File: config.mk
export PLATFORM = sky130hd
export DESIGN_NAME = iws_csr
export DESIGN_NICKNAME = d
export VERILOG_FILES = /design/src/iws_pkg.sv /design/src/iws_csr.sv
export SDC_FILE = /design/constraint.sdc
export NUM_CORES = 1
export LEC_CHECK = 0
export BUFFER_PORTS_ARGS = -buffer_cell sky130_fd_sc_hd__buf_2
export CAP_MARGIN = 20
export CELL_PAD_IN_SITES_DETAIL_PLACEMENT = 1
export CELL_PAD_IN_SITES_GLOBAL_PLACEMENT = 2
export CORE_UTILIZATION = 17
export DETAILED_ROUTE_END_ITERATION = 8
export GPL_TIMING_DRIVEN = 0
export PLACE_DENSITY = 0.87
export SLEW_MARGIN = 25
export SYNTH_ARGS = -nofsm -noshare
export SYNTH_HDL_FRONTEND = slang
export SYNTH_SLANG_ARGS = --single-unit
File: constraint.sdc
create_clock -name clock -period 2.58 [get_ports clock]
set_clock_uncertainty 0.1 [all_clocks]
set_input_delay 0.516 -clock clock [delete_from_list [all_inputs] [get_ports clock]]
set_output_delay 0.516 -clock clock [all_outputs]
set_load 0.05 [all_outputs]
File: src/iws_pkg.sv
// shared constants, codes and control/status bundles for the indexed word stack
package iws_pkg;

   localparam int DEPTH_DEF   = 1024;
   localparam int WORD_W      = 64;
   localparam int BYTE_W      = 8;
   localparam int BYTE_IDX_W  = 3;
   localparam int CMD_W       = 3;
   localparam int POS_W       = 13;
   localparam int STATUS_W    = 2;
   localparam int CAP_W       = 11;
   localparam int CSR_ADDR_W  = 3;
   localparam int CSR_DATA_W  = 32;

   localparam logic [CAP_W-1:0]      CAP_RESET = 11'd1024;
   localparam logic [BYTE_IDX_W-1:0] LAST_BYTE = 3'd7;

   // register index within the csr space
   localparam logic REG_CAPACITY = 1'b0;

   // command codes
   localparam logic [CMD_W-1:0] CMD_PUSH = 3'd0;
   localparam logic [CMD_W-1:0] CMD_POP  = 3'd1;
   localparam logic [CMD_W-1:0] CMD_RDW  = 3'd2;
   localparam logic [CMD_W-1:0] CMD_WRW  = 3'd3;
   localparam logic [CMD_W-1:0] CMD_RDB  = 3'd4;
   localparam logic [CMD_W-1:0] CMD_WRB  = 3'd5;

   // result status codes
   localparam logic [STATUS_W-1:0] ST_OK    = 2'd0;
   localparam logic [STATUS_W-1:0] ST_FULL  = 2'd1;
   localparam logic [STATUS_W-1:0] ST_EMPTY = 2'd2;
   localparam logic [STATUS_W-1:0] ST_RANGE = 2'd3;

   // memory address source
   localparam logic [1:0] ASEL_COUNT = 2'd0;
   localparam logic [1:0] ASEL_TOP   = 2'd1;
   localparam logic [1:0] ASEL_POS   = 2'd2;
   localparam logic [1:0] ASEL_FRAME = 2'd3;

   // memory write data source
   localparam logic [1:0] WSEL_VALUE = 2'd0;
   localparam logic [1:0] WSEL_ZERO  = 2'd1;
   localparam logic [1:0] WSEL_MERGE = 2'd2;

   typedef struct packed {
      logic                load_req;
      logic                set_status;
      logic [STATUS_W-1:0] status_code;
      logic                mem_we;
      logic                mem_re;
      logic [1:0]          addr_sel;
      logic [1:0]          wdata_sel;
      logic                cnt_inc;
      logic                cnt_dec;
      logic                rsp_load;
      logic                rsp_word;
      logic                rsp_byte;
   } ctrl_type;

   typedef struct packed {
      logic [CMD_W-1:0] cmd;
      logic             is_full;
      logic             is_empty;
      logic             pos_oor;
      logic             frame_oor;
      logic             frame_past_lim;
      logic             fill_go;
      logic             status_ok;
      logic             rsp_free;
   } stat_type;

endpackage

File: src/iws_csr.sv
// capacity register behind the apb-style configuration port
module iws_csr (
   input  logic                             clock,
   input  logic                             reset,
   input  logic                             csr_psel,
   input  logic                             csr_penable,
   input  logic                             csr_pwrite,
   input  logic [iws_pkg::CSR_ADDR_W-1:0]   csr_paddr,
   input  logic [iws_pkg::CSR_DATA_W-1:0]   csr_pwdata,
   output logic [iws_pkg::CSR_DATA_W-1:0]   csr_prdata,
   output logic                             csr_pready,
   output logic [iws_pkg::CAP_W-1:0]        capacity
);
   import iws_pkg::*;

   logic [CAP_W-1:0] cap_ff;
   logic [CAP_W-1:0] cap_in;
   logic             hit_cap;

   assign hit_cap = (csr_paddr[CSR_ADDR_W-1] == REG_CAPACITY);

   always_comb begin
      cap_in = cap_ff;
      if (csr_psel && csr_penable && csr_pwrite && csr_pready && hit_cap) begin
         cap_in = csr_pwdata[CAP_W-1:0];
      end
   end

   always_ff @(posedge clock) begin
      if (reset) begin
         cap_ff <= CAP_RESET;
      end else begin
         cap_ff <= cap_in;
      end
   end

   assign csr_pready = 1'b1;
   assign csr_prdata = hit_cap ? CSR_DATA_W'(cap_ff) : '0;
   assign capacity   = cap_ff;

endmodule

==> summary.md, run 1 <==
| Metric | Value |
|---|---|
| Initial DRT Pass Iterations | `3` |
| Max rail drop VDD | `between 0.15 and 0.2 mV` |
| HP Class | `reg2reg` |
| Register-to-Register Path Depth | `2` |
| XOR/XNOR Fraction of Synth Area | `0` |
| Die area | `between 4000 and 5000 µm²` |
| Max reg flops | `11` |
| Commonest cells after routing, fill and taps aside | `39 x buf_2, 22 x buf_4, 22 x conb_1, 20 x nand2b_1` |
| FF-to-FF setup slack | `approximately 1900 ps` |
| Starting density of the core | `0.1827` |
| Post-Synth Simple-Gate Area | `0.2879` |
| LEAKAGE | `0.5948 nW` |
| Die H | `68.51 µm` |
| Post-Place Cells | `~190` |
| TNS Setup | `0 ps` |
| Initial antenna violation count | `0` |
| Clock Latency Late Sink | `230 ps` |
| Mux contribution to synthesized area | `0.1464` |
| Max incr delay on CP | `between 200 and 300 ps` |
| PortBufs | `38` |
| Max_cap viols | `0` |
| Crit-path max FO | `10` |
| Fmax | `approximately 550 MHz` |
| DR iter-0 viols | `17` |
| Post-Synthesis Cells | `84` |
| Final Hold Vio Count | `0` |
| Number of max-slew violations in the final report | `0` |
| Worst reg2reg path startpoint | `capacity[10]` |
| # nets final | `roughly 190` |
| Synth cell types | `12` |
| Post-route ant nets | `0` |
| I/O pin cnt | `84` |
| Worst Hold Depth | `2` |
| Endpoints failing setup | `0` |
| Clk buf depth | `2` |
| DIE WIDTH | `between 60 and 70 µm` |
| Unrepaired setup endpoints after global routing | `false` |
| Grt total ovfl | `0` |
| Total wire length | `1833 µm` |
| Mean Syn Cell Area | `8.952 µm²` |
| Slowest stage cell on the critical path | `buf_2` |
| Post-synthesis adder-cell area fraction | `0` |
| Area share of the largest cell type after synthesis | `0.2928` |
| Global-route wire length before repair | `2511 µm` |
| Remaining DRCs | `0` |
| Worst Hold Slack | `between 300 and 400 ps` |
| PostCTS Resize Cnt | `0` |
| Placement Setup Slack | `about 740 ps` |
| Register area share after synthesis | `0.2928` |
| Clk sink count | `11` |
| Total CTS buffers | `3` |
| Cell Count, Final, Fillers Out | `196` |
| Critical path endpoint category | `output pin` |
| Most used cell, CP | `buf_2` |
| Final worst slack | `772.3 ps` |
| Critical path cell sequence | `buf_2 -> buf_2 -> nor2b_1 -> buf_2` |
| Layout Area Growth over Synthesis | `49.58%` |
| Warnings, synthesis | `0` |
| Compound-gate portion of the synthesized area | `0` |
| Largest net degree at the start of global routing | `11` |
| Htree depth | `1` |
| Status | `finished, final reports clean` |
| CTS tree | `built` |
| WP data arrival | `roughly 1200 ps` |
| Root Buffer Master | `clkbuf_8` |
| Clk slew on worst S/H paths | `50 ps` |
| Share of layout cells above drive strength 1 | `0.4521` |
| Most common cell after layout, fill and taps aside | `buf_2` |
| Min Tclk post-route | `1808 ps` |
| Worst hold endpoint | `capacity[1]` |
| Row count | `23` |
| DR vias/cell | `3.429` |
| GP Congestion | `0.6227` |
| Floorplan core area | `a little over 4000 µm²` |
| Postcts setup bufs | `0` |
| Critical Path RT | `a little under 2000 ps` |
| CP Class | `in2out` |
| Number of global-route vias before repair | `536` |
| WL/cell | `between 9 and 10 µm` |
| Largest family of logic cells by synthesized area | `simple AND/OR/NAND/NOR gates` |
| Hold-fix buffers, CTS | `0` |
| Vias | `672` |
| Top cells by area, synth | `dfxtp_1 29%, buf_4 22%, nand2b_1 17%, mux2i_1 15%, nor2b_1 8.3%` |
| RR Endpoint | `capacity[10]` |
| N_diodes | `0` |
| Final Cycle Share | `0.7007` |
| Kind of start point of the critical path | `input pin` |
| Synthesized flop and latch total | `11` |
| Hold_sp | `capacity[1]` |
| Total power | `between 0.5 and 0.6 mW` |
| PwrDens | `~460 nW/µm²` |
| Area leader, netlist | `dfxtp_1` |
| Post-Syn Area | `around 750 µm²` |
| Gr usage total | `0.07552` |
==> critical path: cells and delay by family <==
family	cells	cell delay [ps]
simple gates	1	120
buf+inv	3	550
==> worst max-delay path by stage <==
stage          slack [ps]  depth (start not counted)       endpoint          from
2_1_floorplan         550                          1  csr_prdata[0]   capacity[0]
4_1_cts               740                          4  csr_prdata[3]  csr_paddr[2]
6_report              770                          4  csr_prdata[3]  csr_paddr[2]
3_5_place_dp          740                          4  csr_prdata[3]  csr_paddr[2]
3_3_place_gp          740                          4  csr_prdata[3]  csr_paddr[2]
5_1_grt               710                          4  csr_prdata[7]  csr_paddr[2]
==> power by group <==
part	switching (mW)	internal, mW
sequential	0.00261	0.174
combinational	0.117	0.0505
clock	0.0646	0.109
==> logic make-up (layout without fill, tap and decap cells) <==
logic type,count (synthesis),after routing
other,2,22
buffers and inverters,26,68
muxes,11,11
DFF,11,11
and+or+nand+nor,34,34
==> synthesized netlist by cell type, drive strengths merged <==
master,instances
and2b,1
nand2b,20
clkbuf,2
nor2,2
buf,24
mux2i,11
nor2b,10
dfxtp,11
and4b,1
conb,2
==> through the flow <==
stage	utilization	area, µm²
2_1_floorplan	-	827.0
3_3_place_gp	0.2624	1080
3_5_place_dp	0.2624	1080
4_1_cts	0.2733	1125
5_1_grt	0.2733	1125
6_report	0.2733	1125
==> cell type report <==
| cell class | instances | area, µm² |
|---|---|---|
| fill | 514 | 2990 |
| tap | 50 | 62.56 |
| timing repair buffer | 38 | 190.2 |
| buffer | 26 | 197.7 |
| clock buffer | 4 | 45.04 |
| multi-input combinational | 67 | 409.1 |
| sequential | 11 | 220.2 |
==> routing by layer <==
| layer | vias up | share of wire | GRT usage | wire length (µm) |
|---|---|---|---|---|
| met3 | 0 | 0.095 | 0.03454 | 175 |
| met2 | 36 | 0.48 | 0.1225 | 876 |
| met1 | 296 | 0.43 | 0.09387 | 781 |
| met5 | - | 0 | 0 | 0 |
| li1 | 340 | - | - | - |
| met4 | 0 | 0 | 0.007813 | 0 |
Note: power is estimated with default switching activity, not from simulation.
==> run 2: changes to the inputs <==
ABC_AREA = 1   (was default)
CORE_UTILIZATION = 12   (was 17)
PLACE_DENSITY = 0.75   (was 0.87)
clock period = 1.6 ns   (was 2.58 ns; I/O delays follow)
==> run 2 against run 1 <==
Sequential share of layout area shrank 0.83 points. Cell count grew 32%. Synthesized cell count grew 44%. Via count grew 18%. First-iteration DRC count shrank 5.9%. Largest power group is now combinational cells. Power grew 71%. Worst setup slack lost 670 ps. Register-to-register slack lost 990 ps. Cell area grew 4.4%. Combinational power grew 89%.
==> summary.md, run 2 <==
| Metric | Value |
|---|---|
| Global-route wire length before repair | `between 3000 and 4000 µm` |
| CP Class | `in2out` |
| Critical path endpoint category | `output pin` |
| PostCTS Resize Cnt | `0` |
| Max incr delay on CP | `around 260 ps` |
| Clk buf depth | `2` |
| Endpoints failing setup | `0` |
| Cell with the most instances after synthesis | `nor2_1` |
| Total wire length | `between 2000 and 2500 µm` |
| Die area | `~6500 µm²` |
| Vias | `about 790` |
| PortBufs | `38` |
| Root Buffer Master | `clkbuf_8` |
| Share of layout cells above drive strength 1 | `0.4426` |
| Final HPWL DP | `about 1700 µm` |
| Switching pwr | `roughly 0.34 mW` |
| Final Hold Vio Count | `0` |
| Die H | `80.70 µm` |
| DR iter-0 viols | `16` |
| FILL cells | `approximately 770` |
| Post-DP Area | `approximately 1100 µm²` |
| Status | `finished, final reports clean` |
| WL/cell | `around 8.3 µm` |
| PwrDens | `about 750 nW/µm²` |
| Synth cell types | `13` |
| Largest net degree at the start of global routing | `11` |
| Top cells by area, synth | `dfxtp_1 30%, buf_4 23%, nor2_1 16%, inv_1 12%, nand3_1 7.4%` |
| Postcts setup bufs | `0` |
| Initial DRT Pass Iterations | `2` |
| CTS tree | `built` |
| Internal power | `between 0.5 and 0.6 mW` |
| LEAKAGE | `0.6830 nW` |
| EDFF count, synth | `0` |
| Remaining DRCs | `0` |
| WP data arrival | `1070 ps` |
| N_diodes | `0` |
| Number of global-route vias before repair | `about 700` |
| DIE WIDTH | `between 80 and 90 µm` |
| Clock Latency Late Sink | `between 200 and 250 ps` |
| Max rail drop VDD | `0.1842 mV` |
| GP Congestion | `approximately 0.61` |
| Hold-fix buffers, CTS | `0` |
| Crit-path max FO | `10` |
| I/O pin cnt | `84` |
| Layout Area Growth over Synthesis | `58.08%` |
| Area leader, netlist | `dfxtp_1` |
| Hold_sp | `csr_pwdata[10]` |
| Max_cap viols | `0` |
| Comb pwr share | `0.356` |
| Initial antenna violation count | `0` |
| Mean Syn Cell Area | `6.142 µm²` |
| Clk slew on worst S/H paths | `50 ps` |
| Warnings, synthesis | `0` |
| Clk pwr share | `0.315` |
| Post-synthesis async set-or-reset flop share | `0` |
| Total CTS buffers | `3` |
| Placement Setup Slack | `about 90 ps` |
| # nets final | `about 220` |
| Starting density of the core | `0.1248` |
| Register area share after synthesis | `0.2963` |
| Crit. Startpoint | `csr_paddr[2]` |
| Design area | `approximately 1200 µm²` |
| Unrepaired setup endpoints after global routing | `false` |
| Sequential power share | `0.328` |
| Post-Syn Area | `approximately 740 µm²` |
| Slowest stage cell on the critical path | `buf_2` |
| Most used cell, CP | `buf_2` |
| Area share of the largest cell type after synthesis | `0.2963` |
| DR vias/cell | `3.074` |
| Cell Count, Final, Fillers Out | `roughly 260` |
| Max reg flops | `11` |
| Final Cycle Share | `0.9336` |
| Kind of start point of the critical path | `input pin` |
| Most common cell after layout, fill and taps aside | `buf_2` |
| Gr usage total | `0.06749` |
| Sw frac | `0.3892` |
| Floorplan core area | `slightly below 6000 µm²` |
| Critical path cell sequence | `buf_2 -> buf_2 -> nor2_2 -> buf_2` |
| Row count | `28` |
| Clk sink count | `11` |
| Fmax | `about 670 MHz` |
| Min Tclk post-route | `1494 ps` |
| Synth top cells by count | `31 x nor2_1, 23 x buf_4, 23 x inv_1` |
| Post-route ant nets | `0` |
| TNS Setup | `0 ps` |
| Post-Place Cells | `~250` |
| Final worst slack | `between 100 and 150 ps` |
| Main synth FF type | `dfxtp_1` |
| Number of max-slew violations in the final report | `0` |
| Post-Synthesis Cells | `121` |
| Synthesized flop and latch total | `11` |
| Critical Path RT | `about 1200 ps` |
| HP Class | `in2reg` |
| Grt total ovfl | `0` |
| Commonest cells after routing, fill and taps aside | `39 x buf_2, 23 x inv_1, 23 x buf_4, 22 x conb_1, 20 x nor2_1` |
| Worst reg2reg path startpoint | `capacity[10]` |
| Htree depth | `1` |
run 2: cell count changes after synthesis, moves of 10 or more:
cell	before	now
inv_1	0	23
mux2i_1	11	0
nand2_1	0	12
nand2b_1	20	0
nand3_1	0	11
nor2_1	2	31
nor2b_1	10	0
run 2: final timing paths:
check | end | slack, ps | cells past startpoint
setup reg to reg | capacity[10] | 890 | 2
hold / removal | capacity[10] | 200 | 3
setup / recovery | csr_prdata[9] | 110 | 4
hold reg to reg | capacity[0] | 400 | 2
run 2: worst max-delay path: cells and delay by family:
family	cells	cell delay (ps)
buffers and inverters	3	610
and+or+nand+nor	1	130
run 2: stage by stage:
| step | util | power, mW | hold slack (ps) |
|---|---|---|---|
| 6_report | 0.1973 | 0.8852 | 198.4 |
| 5_1_grt | 0.1973 | 0.9444 | 202.0 |
| 4_1_cts | 0.1973 | 0.9001 | 194.7 |
| 3_5_place_dp | 0.1897 | 0.6132 | 394.2 |
| 3_3_place_gp | 0.1897 | 0.6110 | 389.7 |
| 2_1_floorplan | - | 0.5602 | 346.2 |
run 2: cells by family after synthesis:
kind of cell           share of synthesized area
and+or+nand+nor                           0.3165
DFF                                       0.2963
other                                    0.01010
buffers and inverters                     0.3704
AOI/OAI and AO/OA                       0.006728
run 2: layer usage:
layer / wire length [µm] / part of all wire / up-vias / global-route usage
met5: 0 / 0 / - / 0
met4: 46 / 0.021 / 0 / 0.04286
met3: 155 / 0.072 / 4 / 0.01250
met2: 1085 / 0.51 / 32 / 0.1229
met1: 855 / 0.40 / 332 / 0.07080
li1: - / - / 425 / -
run 2: power groups by stage:
stage / Sequential (mW) / Clock, mW / Combinational (mW)
2_1_floorplan: 0.329 / 0 / 0.231
6_report: 0.291 / 0.279 / 0.315
3_3_place_gp: 0.296 / 0 / 0.315
4_1_cts: 0.291 / 0.292 / 0.317
3_5_place_dp: 0.297 / 0 / 0.317
5_1_grt: 0.292 / 0.316 / 0.337
run 2: area by class of cell:
class	instances	area, µm²	area share
buffer	25	181.4	0.1544
clock buffer	4	45.04	0.03834
inverter	25	93.84	0.07987
multi-input combinational	80	350.3	0.2982
sequential	11	220.2	0.1874
tap	75	93.84	0.07987
timing repair buffer	38	190.2	0.1619
