[src/iws_pkg.sv]
// shared constants, codes and control/status bundles for the indexed word stack
package iws_pkg;

   localparam int DEPTH_DEF   = 1024;
   localparam int WORD_W      = 64;
   localparam int BYTE_W      = 8;
   localparam int BYTE_IDX_W  = 3;
   localparam int CMD_W       = 3;
   localparam int POS_W       = 13;
   localparam int STATUS_W    = 2;
   localparam int CAP_W       = 11;
   localparam int CSR_ADDR_W  = 3;
   localparam int CSR_DATA_W  = 32;

   localparam logic [CAP_W-1:0]      CAP_RESET = 11'd1024;
   localparam logic [BYTE_IDX_W-1:0] LAST_BYTE = 3'd7;

   // register index within the csr space
   localparam logic REG_CAPACITY = 1'b0;

   // command codes
   localparam logic [CMD_W-1:0] CMD_PUSH = 3'd0;
   localparam logic [CMD_W-1:0] CMD_POP  = 3'd1;
   localparam logic [CMD_W-1:0] CMD_RDW  = 3'd2;
   localparam logic [CMD_W-1:0] CMD_WRW  = 3'd3;
   localparam logic [CMD_W-1:0] CMD_RDB  = 3'd4;
   localparam logic [CMD_W-1:0] CMD_WRB  = 3'd5;

   // result status codes
   localparam logic [STATUS_W-1:0] ST_OK    = 2'd0;
   localparam logic [STATUS_W-1:0] ST_FULL  = 2'd1;
   localparam logic [STATUS_W-1:0] ST_EMPTY = 2'd2;
   localparam logic [STATUS_W-1:0] ST_RANGE = 2'd3;

   // memory address source
   localparam logic [1:0] ASEL_COUNT = 2'd0;
   localparam logic [1:0] ASEL_TOP   = 2'd1;
   localparam logic [1:0] ASEL_POS   = 2'd2;
   localparam logic [1:0] ASEL_FRAME = 2'd3;

   // memory write data source
   localparam logic [1:0] WSEL_VALUE = 2'd0;
   localparam logic [1:0] WSEL_ZERO  = 2'd1;
   localparam logic [1:0] WSEL_MERGE = 2'd2;

   typedef struct packed {
      logic                load_req;
      logic                set_status;
      logic [STATUS_W-1:0] status_code;
      logic                mem_we;
      logic                mem_re;
      logic [1:0]          addr_sel;
      logic [1:0]          wdata_sel;
      logic                cnt_inc;
      logic                cnt_dec;
      logic                rsp_load;
      logic                rsp_word;
      logic                rsp_byte;
   } ctrl_type;

   typedef struct packed {
      logic [CMD_W-1:0] cmd;
      logic             is_full;
      logic             is_empty;
      logic             pos_oor;
      logic             frame_oor;
      logic             frame_past_lim;
      logic             fill_go;
      logic             status_ok;
      logic             rsp_free;
   } stat_type;

endpackage

[src/iws_ctrl.sv]
// command sequencer for the indexed word stack
module iws_ctrl (
   input  logic              clock,
   input  logic              reset,
   input  logic              req_valid,
   output logic              req_ready,
   input  iws_pkg::stat_type stat,
   output iws_pkg::ctrl_type ctrl
);
   import iws_pkg::*;

   localparam logic [2:0] S_IDLE  = 3'd0;
   localparam logic [2:0] S_EXEC  = 3'd1;
   localparam logic [2:0] S_FILL  = 3'd2;
   localparam logic [2:0] S_MERGE = 3'd3;
   localparam logic [2:0] S_DONE  = 3'd4;

   logic [2:0] state_ff;
   logic [2:0] state_in;

   assign req_ready = (state_ff == S_IDLE);

   always_comb begin
      state_in = state_ff;
      ctrl     = '0;
      case (state_ff)
         S_IDLE: begin
            if (req_valid) begin
               ctrl.load_req = 1'b1;
               state_in      = S_EXEC;
            end
         end
         S_EXEC: begin
            ctrl.set_status  = 1'b1;
            ctrl.status_code = ST_OK;
            state_in         = S_DONE;
            case (stat.cmd)
               CMD_PUSH: begin
                  if (stat.is_full) begin
                     ctrl.status_code = ST_FULL;
                  end else begin
                     ctrl.mem_we    = 1'b1;
                     ctrl.addr_sel  = ASEL_COUNT;
                     ctrl.wdata_sel = WSEL_VALUE;
                     ctrl.cnt_inc   = 1'b1;
                  end
               end
               CMD_POP: begin
                  if (stat.is_empty) begin
                     ctrl.status_code = ST_EMPTY;
                  end else begin
                     ctrl.mem_re   = 1'b1;
                     ctrl.addr_sel = ASEL_TOP;
                     ctrl.cnt_dec  = 1'b1;
                  end
               end
               CMD_RDW: begin
                  if (stat.pos_oor) begin
                     ctrl.status_code = ST_RANGE;
                  end else begin
                     ctrl.mem_re   = 1'b1;
                     ctrl.addr_sel = ASEL_POS;
                  end
               end
               CMD_WRW: begin
                  if (stat.pos_oor) begin
                     ctrl.status_code = ST_RANGE;
                  end else begin
                     ctrl.mem_we    = 1'b1;
                     ctrl.addr_sel  = ASEL_POS;
                     ctrl.wdata_sel = WSEL_VALUE;
                  end
               end
               CMD_RDB: begin
                  if (stat.frame_oor) begin
                     ctrl.status_code = ST_RANGE;
                  end else begin
                     ctrl.mem_re   = 1'b1;
                     ctrl.addr_sel = ASEL_FRAME;
                  end
               end
               CMD_WRB: begin
                  if (stat.frame_past_lim) begin
                     ctrl.status_code = ST_RANGE;
                  end else begin
                     state_in = S_FILL;
                  end
               end
               default: begin
               end
            endcase
         end
         S_FILL: begin
            if (stat.fill_go) begin
               ctrl.mem_we    = 1'b1;
               ctrl.addr_sel  = ASEL_COUNT;
               ctrl.wdata_sel = WSEL_ZERO;
               ctrl.cnt_inc   = 1'b1;
            end else if (stat.frame_oor) begin
               ctrl.set_status  = 1'b1;
               ctrl.status_code = ST_FULL;
               state_in         = S_DONE;
            end else begin
               ctrl.mem_re   = 1'b1;
               ctrl.addr_sel = ASEL_FRAME;
               state_in      = S_MERGE;
            end
         end
         S_MERGE: begin
            ctrl.mem_we    = 1'b1;
            ctrl.addr_sel  = ASEL_FRAME;
            ctrl.wdata_sel = WSEL_MERGE;
            state_in       = S_DONE;
         end
         S_DONE: begin
            if (stat.rsp_free) begin
               ctrl.rsp_load = 1'b1;
               ctrl.rsp_word = stat.status_ok && (stat.cmd inside {CMD_POP, CMD_RDW});
               ctrl.rsp_byte = stat.status_ok && (stat.cmd == CMD_RDB);
               state_in      = S_IDLE;
            end
         end
         default: begin
            state_in = S_IDLE;
         end
      endcase
   end

   always_ff @(posedge clock) begin
      if (reset) begin
         state_ff <= S_IDLE;
      end else begin
         state_ff <= state_in;
      end
   end

endmodule

[config.mk]
export PLATFORM = sky130hd
export DESIGN_NAME = iws_ctrl
export DESIGN_NICKNAME = d
export VERILOG_FILES = /design/src/iws_pkg.sv /design/src/iws_ctrl.sv
export SDC_FILE = /design/constraint.sdc
export NUM_CORES = 1
export LEC_CHECK = 0
export BUFFER_PORTS_ARGS = -buffer_cell sky130_fd_sc_hd__buf_4
export CAP_MARGIN = 20
export CORE_AREA = 2 2 39 41
export DETAILED_ROUTE_END_ITERATION = 12
export DIE_AREA = 0 0 41 43
export PLACE_DENSITY = 0.76
export SETUP_SLACK_MARGIN = 0.2
export SLEW_MARGIN = 20
export SYNTH_ARGS = -nofsm -noshare
export SYNTH_HDL_FRONTEND = slang
export SYNTH_SLANG_ARGS = --single-unit
export TNS_END_PERCENT = 5
[constraint.sdc]
create_clock -name clock -period 2.2 [get_ports clock]
set_input_delay 0.33 -clock clock [delete_from_list [all_inputs] [get_ports clock]]
set_output_delay 0.33 -clock clock [all_outputs]
set_load 0.05 [all_outputs]
==> results of run 1 <==
cell families after synthesis:
kind of cell / Yosys count
compound gates: 20
xor+xnor: 1
buf+inv: 7
flops: 3
mux: 2
simple gates: 45
area by class of cell:
class,instances,area (µm²),area share [%]
multi-input combinational,68,424,55.7
timing repair buffer,30,225,29.6
sequential,3,62.6,8.21
clock buffer,4,26.3,3.45
tap,16,20.0,2.63
inverter,1,3.75,0.493
per-stage QoR:
stage | std cells | setup WS (ns) | area, µm² | hold WS [ns]
final | 122 | 0.326 | 762 | 0.283
after global routing | 122 | 0.226 | 762 | 0.295
after CTS | 122 | 0.201 | 758 | 0.287
after detailed placement | 118 | 0.401 | 731 | 0.524
after global placement | 118 | 0.409 | 731 | 0.527
after floorplan | 78 | -0.0594 | 515 | 0.407
synth_stat cells, types with 2 or more instances:
| cell | count | area share [%] |
|---|---|---|
| a21oi_1 | 9 | 9.3 |
| buf_2 | 3 | 3.1 |
| clkbuf_1 | 2 | 1.5 |
| dfxtp_1 | 3 | 12 |
| mux2i_1 | 2 | 4.1 |
| nand2_1 | 6 | 4.6 |
| nand2b_1 | 7 | 9.0 |
| nor2_1 | 12 | 9.3 |
| nor2b_1 | 2 | 2.6 |
| nor3_1 | 7 | 7.2 |
| nor3b_1 | 3 | 4.6 |
| nor4b_1 | 2 | 3.6 |
| o21ai_0 | 5 | 5.2 |
per-layer routing:
layer,wire (µm),vias to the layer above,part of all wire [%],track usage [%]
li1,-,336,-,-
met1,609,293,43,25.0
met2,706,32,50,30.6
met3,91,2,6.4,0
met4,12,0,0.85,4.00
met5,0,-,0,0
final timing paths:
kind	start	cells past startpoint	endpoint
setup / recovery	state_ff[0]	5	ctrl[11]
hold reg to reg	state_ff[0]	1	state_ff[0]
setup reg to reg	state_ff[2]	5	state_ff[0]
hold / removal	reset	2	state_ff[1]
power by group:
part | internal, µW | switching [µW]
logic | 54.8 | 86.6
registers | 58.3 | 8.76
clock network | 67.9 | 27.4
timing repair:
item	4_1_cts	5_1_grt
gates resized for setup	1	2
setup endpoints to repair	1	2
hold buffers	0	0
cell usage in the layout (no fill, tap or decap), types with 2 or more instances in the layout:
cell and n:
a21oi_1 8, buf_4 30, clkbuf_4 3, dfxtp_2 2
mux2i_1 2, nand2_1 6, nand2b_1 7, nor2_1 11
nor2b_1 2, nor3_1 4, nor3_2 3, nor3b_1 2
nor4b_1 2, o21ai_0 4
==> results.yml, run 1 <==
grt:
  antenna_found_initial: 0
  grt_use_total_pct: 18.3
  grt_overflow: 0
  grt_pass1_vias: 578
  grt_pass1_wl_um: 2340
  grt_max_degree: 15
power_and_ir_drop:
  p_total_uw: 304
  p_per_area_nw_per_um2: 399
  p_leak_uw: 0.000316
  ir_worst_vdd_mv: 0.294
layout:
  final_util_pct: 55.1
  nFillCells: 137
  syn_to_final_growth_pct: 57.0
  reg.largest.list: "state_ff (3)"
  nNetsFinal: 121
  num_antenna_cells: 0
  largest_register_ffs: 3
  top_register: "state_ff"
  drive_gt1_share_pct: 39.6
worst_setup_path:
  critPathMaxFanout: 12
  end_kind: "output port"
  crit_arrival_ns: 1.54
  crit_chain: "nand2b_1 -> nand2b_1 -> a21oi_2 -> o31a_1 -> buf_4"
  reg2reg_slack_ns: 0.92
  cp.required_ns: 1.87
  critPathLaunchType: "register"
  max_stage_delay_ns: 0.37
  critPathBufInv: 1
  cp_top_family: "simple AND/OR/NAND/NOR gates"
  critical_path_class: "reg2out"
  slowest_stage: "dfxtp_2"
  cpMostUsedCell: "nand2b_1"
routing:
  drt-wirelength-per-cell_um: 11.6
  via_per_inst: 5.43
  dr_total_vias: 663
  drc: 0
  drt_first_pass_iters: 4
  postRouteAntennaNets: 0
  drt_first_iter_violations: 19
  wl_um: 1420
floorplan:
  die_area_um2: 1760
  dieWidth_um: 41
  rows: 14
  core_um2: 1380
  num_io_pins: 30
  die_h_um: 43
  start_util_pct: 35.1
clocking:
  cts_tree: "done"
  numCtsBuffers: 3
  postCtsSetupBuffers: 0
  clkTransAtPathRegs_ns: 0.04
  worst_skew_pair.late_latency_ns: 0.23
  clock_path_buffers: 2
  root_buffer: "clkbuf_4"
  htreeDepth: 1
  cts.sinks: 3
job:
  drv_cap: 0
sta:
  setup_viol_count_final: 0
  slew_viol_final: 0
  slew_headroom_pct: 78.2
  min_period_over_period_pct: 85.2
  finClkSkew_ns: 0.0000323
  fin_tns_setup_ns: 0
  timing.fmax_mhz: 534
  period_minus_slack_ns: 1.87
  hold_violations: 0
  worstMarginPinSlew_ns: 0.327
  rsz0062_at_grt: "false"
outcome:
  status: "completed"
synth:
  synth_edf_count: 0
  syn-num-nets: 92
  synth_cells: 78
  ys_ff_latch: 3
  yosys.area_share.simple_pct: 50.3
  synthArstFlopShare_pct: 0
  synthXorXnorAreaFrac_pct: 1.80
  yosysSeqAreaShare_pct: 12.4
  synthFlopType: "dfxtp_1"
  synth_warnings: 0
  synth_compound_area_share_pct: 24.5
  synth-adder-area-share_pct: 0
  synthMuxAreaShare_pct: 4.12
  synth_top_family_by_area: "simple AND/OR/NAND/NOR gates"
  avgSynthCellArea_um2: 6.22
  netlist_area_um2: 485
  ys_types: 28
placed_design:
  port_buffers: 29
  dp_hpwl_um: 1130
  gp_congestion: 0.846
hold_path:
  hold_path.class: "in2reg"
Note: power is estimated with default switching activity, not from simulation.
==> inputs of run 2 (changes only) <==
CORE_AREA = 10 10 47 49   (was 2 2 39 41)
DIE_AREA = 0 0 57 59   (was 0 0 41 43)
RECOVER_POWER = 50   (was not set)
==> run 2 against run 1 <==
Compared with the run above:
- clock skew up 0.00073 ns
- critical path depth unchanged
- non-clock buffer count unchanged
- cell area down 3.3%
- first-iteration DRC count down 26%
- highest routed layer is now met3
- power down 2.3%
- register-to-register slack better by 0.22 ns
- fmax down 3.5%
- cell count unchanged
- hold slack better by 0.0048 ns
==> results.yml, run 2 (synthesized netlist as in run 1, its figures left out) <==
grt:
  grt_pass1_wl_um: 2770
  grt_max_degree: 15
  antenna_found_initial: 0
  grt_overflow: 0
  grt_use_total_pct: 9.74
  grt_pass1_vias: 621
worst_setup_path:
  critical_path_class: "reg2out"
  critPathLaunchType: "register"
  end_kind: "output port"
  reg2reg_slack_ns: 1.14
  cp.required_ns: 1.87
  critPathMaxFanout: 11
  crit_arrival_ns: 1.61
clocking:
  cts.sinks: 3
  htreeDepth: 1
  numCtsBuffers: 3
  worst_skew_pair.late_latency_ns: 0.23
  root_buffer: "clkbuf_4"
  cts_tree: "done"
  clock_path_buffers: 2
  clkTransAtPathRegs_ns: 0.03
  postCtsSetupBuffers: 0
job:
  drv_cap: 0
floorplan:
  start_util_pct: 34.6
  die_h_um: 59
  core_um2: 1400
  dieWidth_um: 57
  die_area_um2: 3360
  num_io_pins: 30
  rows: 14
power_and_ir_drop:
  ir_worst_vdd_mv: 0.454
  p_per_area_nw_per_um2: 403
  p_leak_uw: 0.000292
  p_total_uw: 297
placed_design:
  dp_hpwl_um: 1400
  place_area_um2: 731
  gp_congestion: 0.770
  port_buffers: 29
  post-place-cells: 118
layout:
  final_util_pct: 52.6
  stdcell_count: 122
  syn_to_final_growth_pct: 51.8
  nFillCells: 167
  drive_gt1_share_pct: 33.0
  regArea_um2: 62.6
  num_antenna_cells: 0
  nNetsFinal: 121
  mostFrequentLayoutCells: "buf_4, nor2_1, a21oi_1, nand2b_1, clkbuf_1"
  top_register: "state_ff"
  reg.largest.list: "state_ff (3)"
  fin_area_um2: 737
  final_common_cell: "buf_4"
  multi_input_area_um2: 422
  largest_register_ffs: 3
routing:
  dr_total_vias: 646
  postRouteAntennaNets: 0
  drt_first_pass_iters: 4
  drt-wirelength-per-cell_um: 14.1
  drc: 0
  drt_first_iter_violations: 14
  via_per_inst: 5.30
  wl_um: 1720
sta:
  rsz0062_at_grt: "false"
  slew_viol_final: 0
  period_minus_slack_ns: 1.94
  setup_viol_count_final: 0
  slew_headroom_pct: 59.6
  timing.fmax_mhz: 515
  finClkSkew_ns: 0.000764
  worstMarginPinSlew_ns: 0.609
  hold-worst-slack_ns: 0.288
  min_period_over_period_pct: 88.2
  hold_violations: 0
hold_path:
  hold_path.class: "in2reg"
outcome:
  status: "completed"
run 2: worst max-delay path, stage by stage (launching register included):
cell,delay (ns)
dfxtp_2,0.37
nand2b_1,0.21
nor2_1,0.26
a31o_2,0.21
o21bai_1,0.11
buf_4,0.22
run 2: where the power goes:
| group | switching, µW | total (µW) | internal, µW |
|---|---|---|---|
| Clock | 25.4 | 93.2 | 67.8 |
| Combinational | 90.7 | 140 | 49.2 |
| Sequential | 5.29 | 63.6 | 58.3 |
run 2: worst paths after layout:
check / startpoint / to / cells past startpoint
max: state_ff[1] / ctrl[10] / 5
min: reset / state_ff[1] / 2
max reg2reg: state_ff[2] / state_ff[0] / 5
min reg2reg: state_ff[0] / state_ff[0] / 1
run 2: cell type report:
type                            count  area share (%)
Sequential cell                     3            8.49
Timing Repair Buffer               30            27.5
Inverter                            1           0.509
Multi-Input combinational cell     68            57.2
Tap cell                           16            2.72
Clock buffer                        4            3.57
run 2: timing repair:
item | 4_1_cts | 5_1_grt
hold buffers | 0 | 0
setup endpoints to repair | 2 | 1
gates resized for setup | 2 | 1
run 2: per-stage QoR:
stage / setup WS (ns) / TNS (ns)
after floorplan: -0.0594 / -0.109
after global placement: 0.414 / 0
after detailed placement: 0.385 / 0
after CTS: 0.254 / 0
after global routing: 0.157 / 0
final: 0.259 / 0
run 2: per-layer routing:
layer  part of all wire [%]  global-route usage (%)  wire length [µm]  vias up
met1                     47                    11.7               815      294
met4                      0                    1.01                 0        0
li1                       -                       -                 -      334
met2                     46                    15.8               792       18
met5                      0                       0                 0        -
met3                    6.7                    4.72               116        0
==> inputs of run 3 (changes only) <==
CORE_AREA = not set   (was 10 10 47 49)
CORE_MARGIN = 10   (was not set)
CORE_UTILIZATION = 30   (was not set)
CTS_CLUSTER_SIZE = 20   (was not set)
DIE_AREA = not set   (was 0 0 57 59)
PLACE_DENSITY = 0.65   (was 0.76)
==> run 3 against run 2 <==
Compared with the run above:
- hold slack got worse by 0.0036 ns
- highest routed layer unchanged
- sequential power rose by 4.9%
- wire length fell by 3.5%
- via count fell by 3.9%
- fmax rose by 3.1%
- worst setup slack improved by 0.059 ns
- power rose by 0.40%
- largest power group unchanged
- utilization fell by 4.1 points
- critical endpoint is now ctrl[14]
==> results.yml, run 3 (synthesized netlist as in run 1, its figures left out) <==
outcome:
  status: "completed"
placed_design:
  gp_congestion: 0.811
  port_buffers: 29
  place_ws_ns: 0.388
worst_setup_path:
  cp.required_ns: 1.87
  critical_path_class: "reg2out"
  reg2reg_slack_ns: 0.77
  critPathMaxFanout: 8
  critPathBufInv: 2
  worst_r2r_path_depth: 5
  max_stage_delay_ns: 0.49
  crit_chain: "clkbuf_1 -> nor3_2 -> and2_1 -> clkbuf_2"
  regToRegStartpoint: "state_ff[2]"
  critPathLaunchType: "register"
  crit_arrival_ns: 1.55
  slowest_stage: "dfxtp_1"
  cp_top_family: "buffers and inverters"
  r2r-end: "state_ff[0]"
  end_kind: "output port"
grt:
  grt_use_total_pct: 9.09
  grt_max_degree: 15
  grt_overflow: 0
  grt_pass1_vias: 628
  antenna_found_initial: 0
  grt_pass1_wl_um: 2710
routing:
  dr_total_vias: 621
  top_layer: "met3"
  drc: 0
  drt_first_iter_violations: 8
  postRouteAntennaNets: 0
  met1_length_um: 785
  drt_first_pass_iters: 4
  met2RoutedLength_um: 762
  via_per_inst: 5.09
  wl_um: 1660
  wl_met3_um: 116
  drt-wirelength-per-cell_um: 13.6
layout:
  nNetsFinal: 121
  reg.largest.list: "state_ff (3)"
  largest_register_ffs: 3
  top_register: "state_ff"
  syn_to_final_growth_pct: 52.3
  drive_gt1_share_pct: 34.9
  num_antenna_cells: 0
  nFillCells: 162
  mostFrequentLayoutCells: "buf_4, nor2_1, a21oi_1, nand2b_1, nand2_1"
  final_common_cell: "buf_4"
clocking:
  root_buffer: "clkbuf_4"
  worst_skew_pair.late_latency_ns: 0.23
  clkTransAtPathRegs_ns: 0.04
  cts_tree: "done"
  cts.sinks: 3
  htreeDepth: 1
  clock_path_buffers: 2
  numCtsBuffers: 3
floorplan:
  dieWidth_um: 60.2
  start_util_pct: 31.9
  core_um2: 1520
  num_io_pins: 30
  rows: 14
  die_area_um2: 3630
  die_h_um: 60.2
sta:
  hold-worst-slack_ns: 0.285
  setup_ws_ns: 0.317
  fin_tns_setup_ns: 0
  hold_violations: 0
  setup_viol_count_final: 0
  period_minus_slack_ns: 1.88
  finClkSkew_ns: 0.00159
  min_period_over_period_pct: 85.6
  timing.fmax_mhz: 531
  slew_headroom_pct: 60.2
  rsz0062_at_grt: "false"
  slew_viol_final: 0
  worstMarginPinSlew_ns: 0.600
hold_path:
  min_from: "reset"
  holdPathStages: 2
  hold_path_end: "state_ff[1]"
  hold_path.class: "in2reg"
job:
  drv_cap: 0
power_and_ir_drop:
  p_per_area_nw_per_um2: 403
  ir_worst_vdd_mv: 0.455
  p_leak_uw: 0.000298
[run 3: cell counts in the layout (fill, tap and decap cells not counted)]
Identical to the previous run, type by type.
[run 3: layer usage]
| metal | track usage [%] | up-vias |
|---|---|---|
| met5 | 0 | - |
| met4 | 0.962 | 0 |
| met3 | 3.60 | 0 |
| met2 | 15.0 | 18 |
| met1 | 11.1 | 265 |
| li1 | - | 338 |
[run 3: layout make-up]
type                    instances  area [µm²]  area share (%)
repair buffers                 30         205            27.7
clock buffers                   4        26.3            3.55
well taps                      16        20.0            2.71
flip-flops and latches          3        62.6            8.46
multi-input cells              68         422            57.0
inverters                       1        3.75           0.508
[run 3: metrics by stage]
stage / util [%] / total power, µW / instances / area [µm²]
after floorplan: - / 159 / 78 / 515
after global placement: 47.9 / 208 / 118 / 731
after detailed placement: 47.9 / 210 / 118 / 731
after CTS: 49.8 / 309 / 122 / 758
after global routing: 48.5 / 322 / 122 / 739
final: 48.5 / 298 / 122 / 739
[run 3: timing repair]
| item | in CTS | in global routing |
|---|---|---|
| pin swaps | 0 | 0 |
| gates resized for setup | 1 | 2 |
| setup buffers | 0 | 0 |
| hold buffers | 0 | 0 |
| setup endpoints to repair | 1 | 2 |
[run 3: worst max path at each step]
stage	from	to	slack (ns)	cells past startpoint
after floorplan	state_ff[0]	ctrl[1]	-0.06	5
after global placement	stat[9]	ctrl[8]	0.40	6
after detailed placement	stat[9]	ctrl[8]	0.39	6
after CTS	state_ff[1]	ctrl[11]	0.22	5
after global routing	state_ff[0]	ctrl[10]	0.19	5
final	state_ff[2]	ctrl[14]	0.32	4
[run 3: power by group]
part	internal, µW	switching (µW)	total [µW]
sequential	58.3	8.37	66.7
clock	67.8	26.4	94.3
combinational	49.9	87.0	137
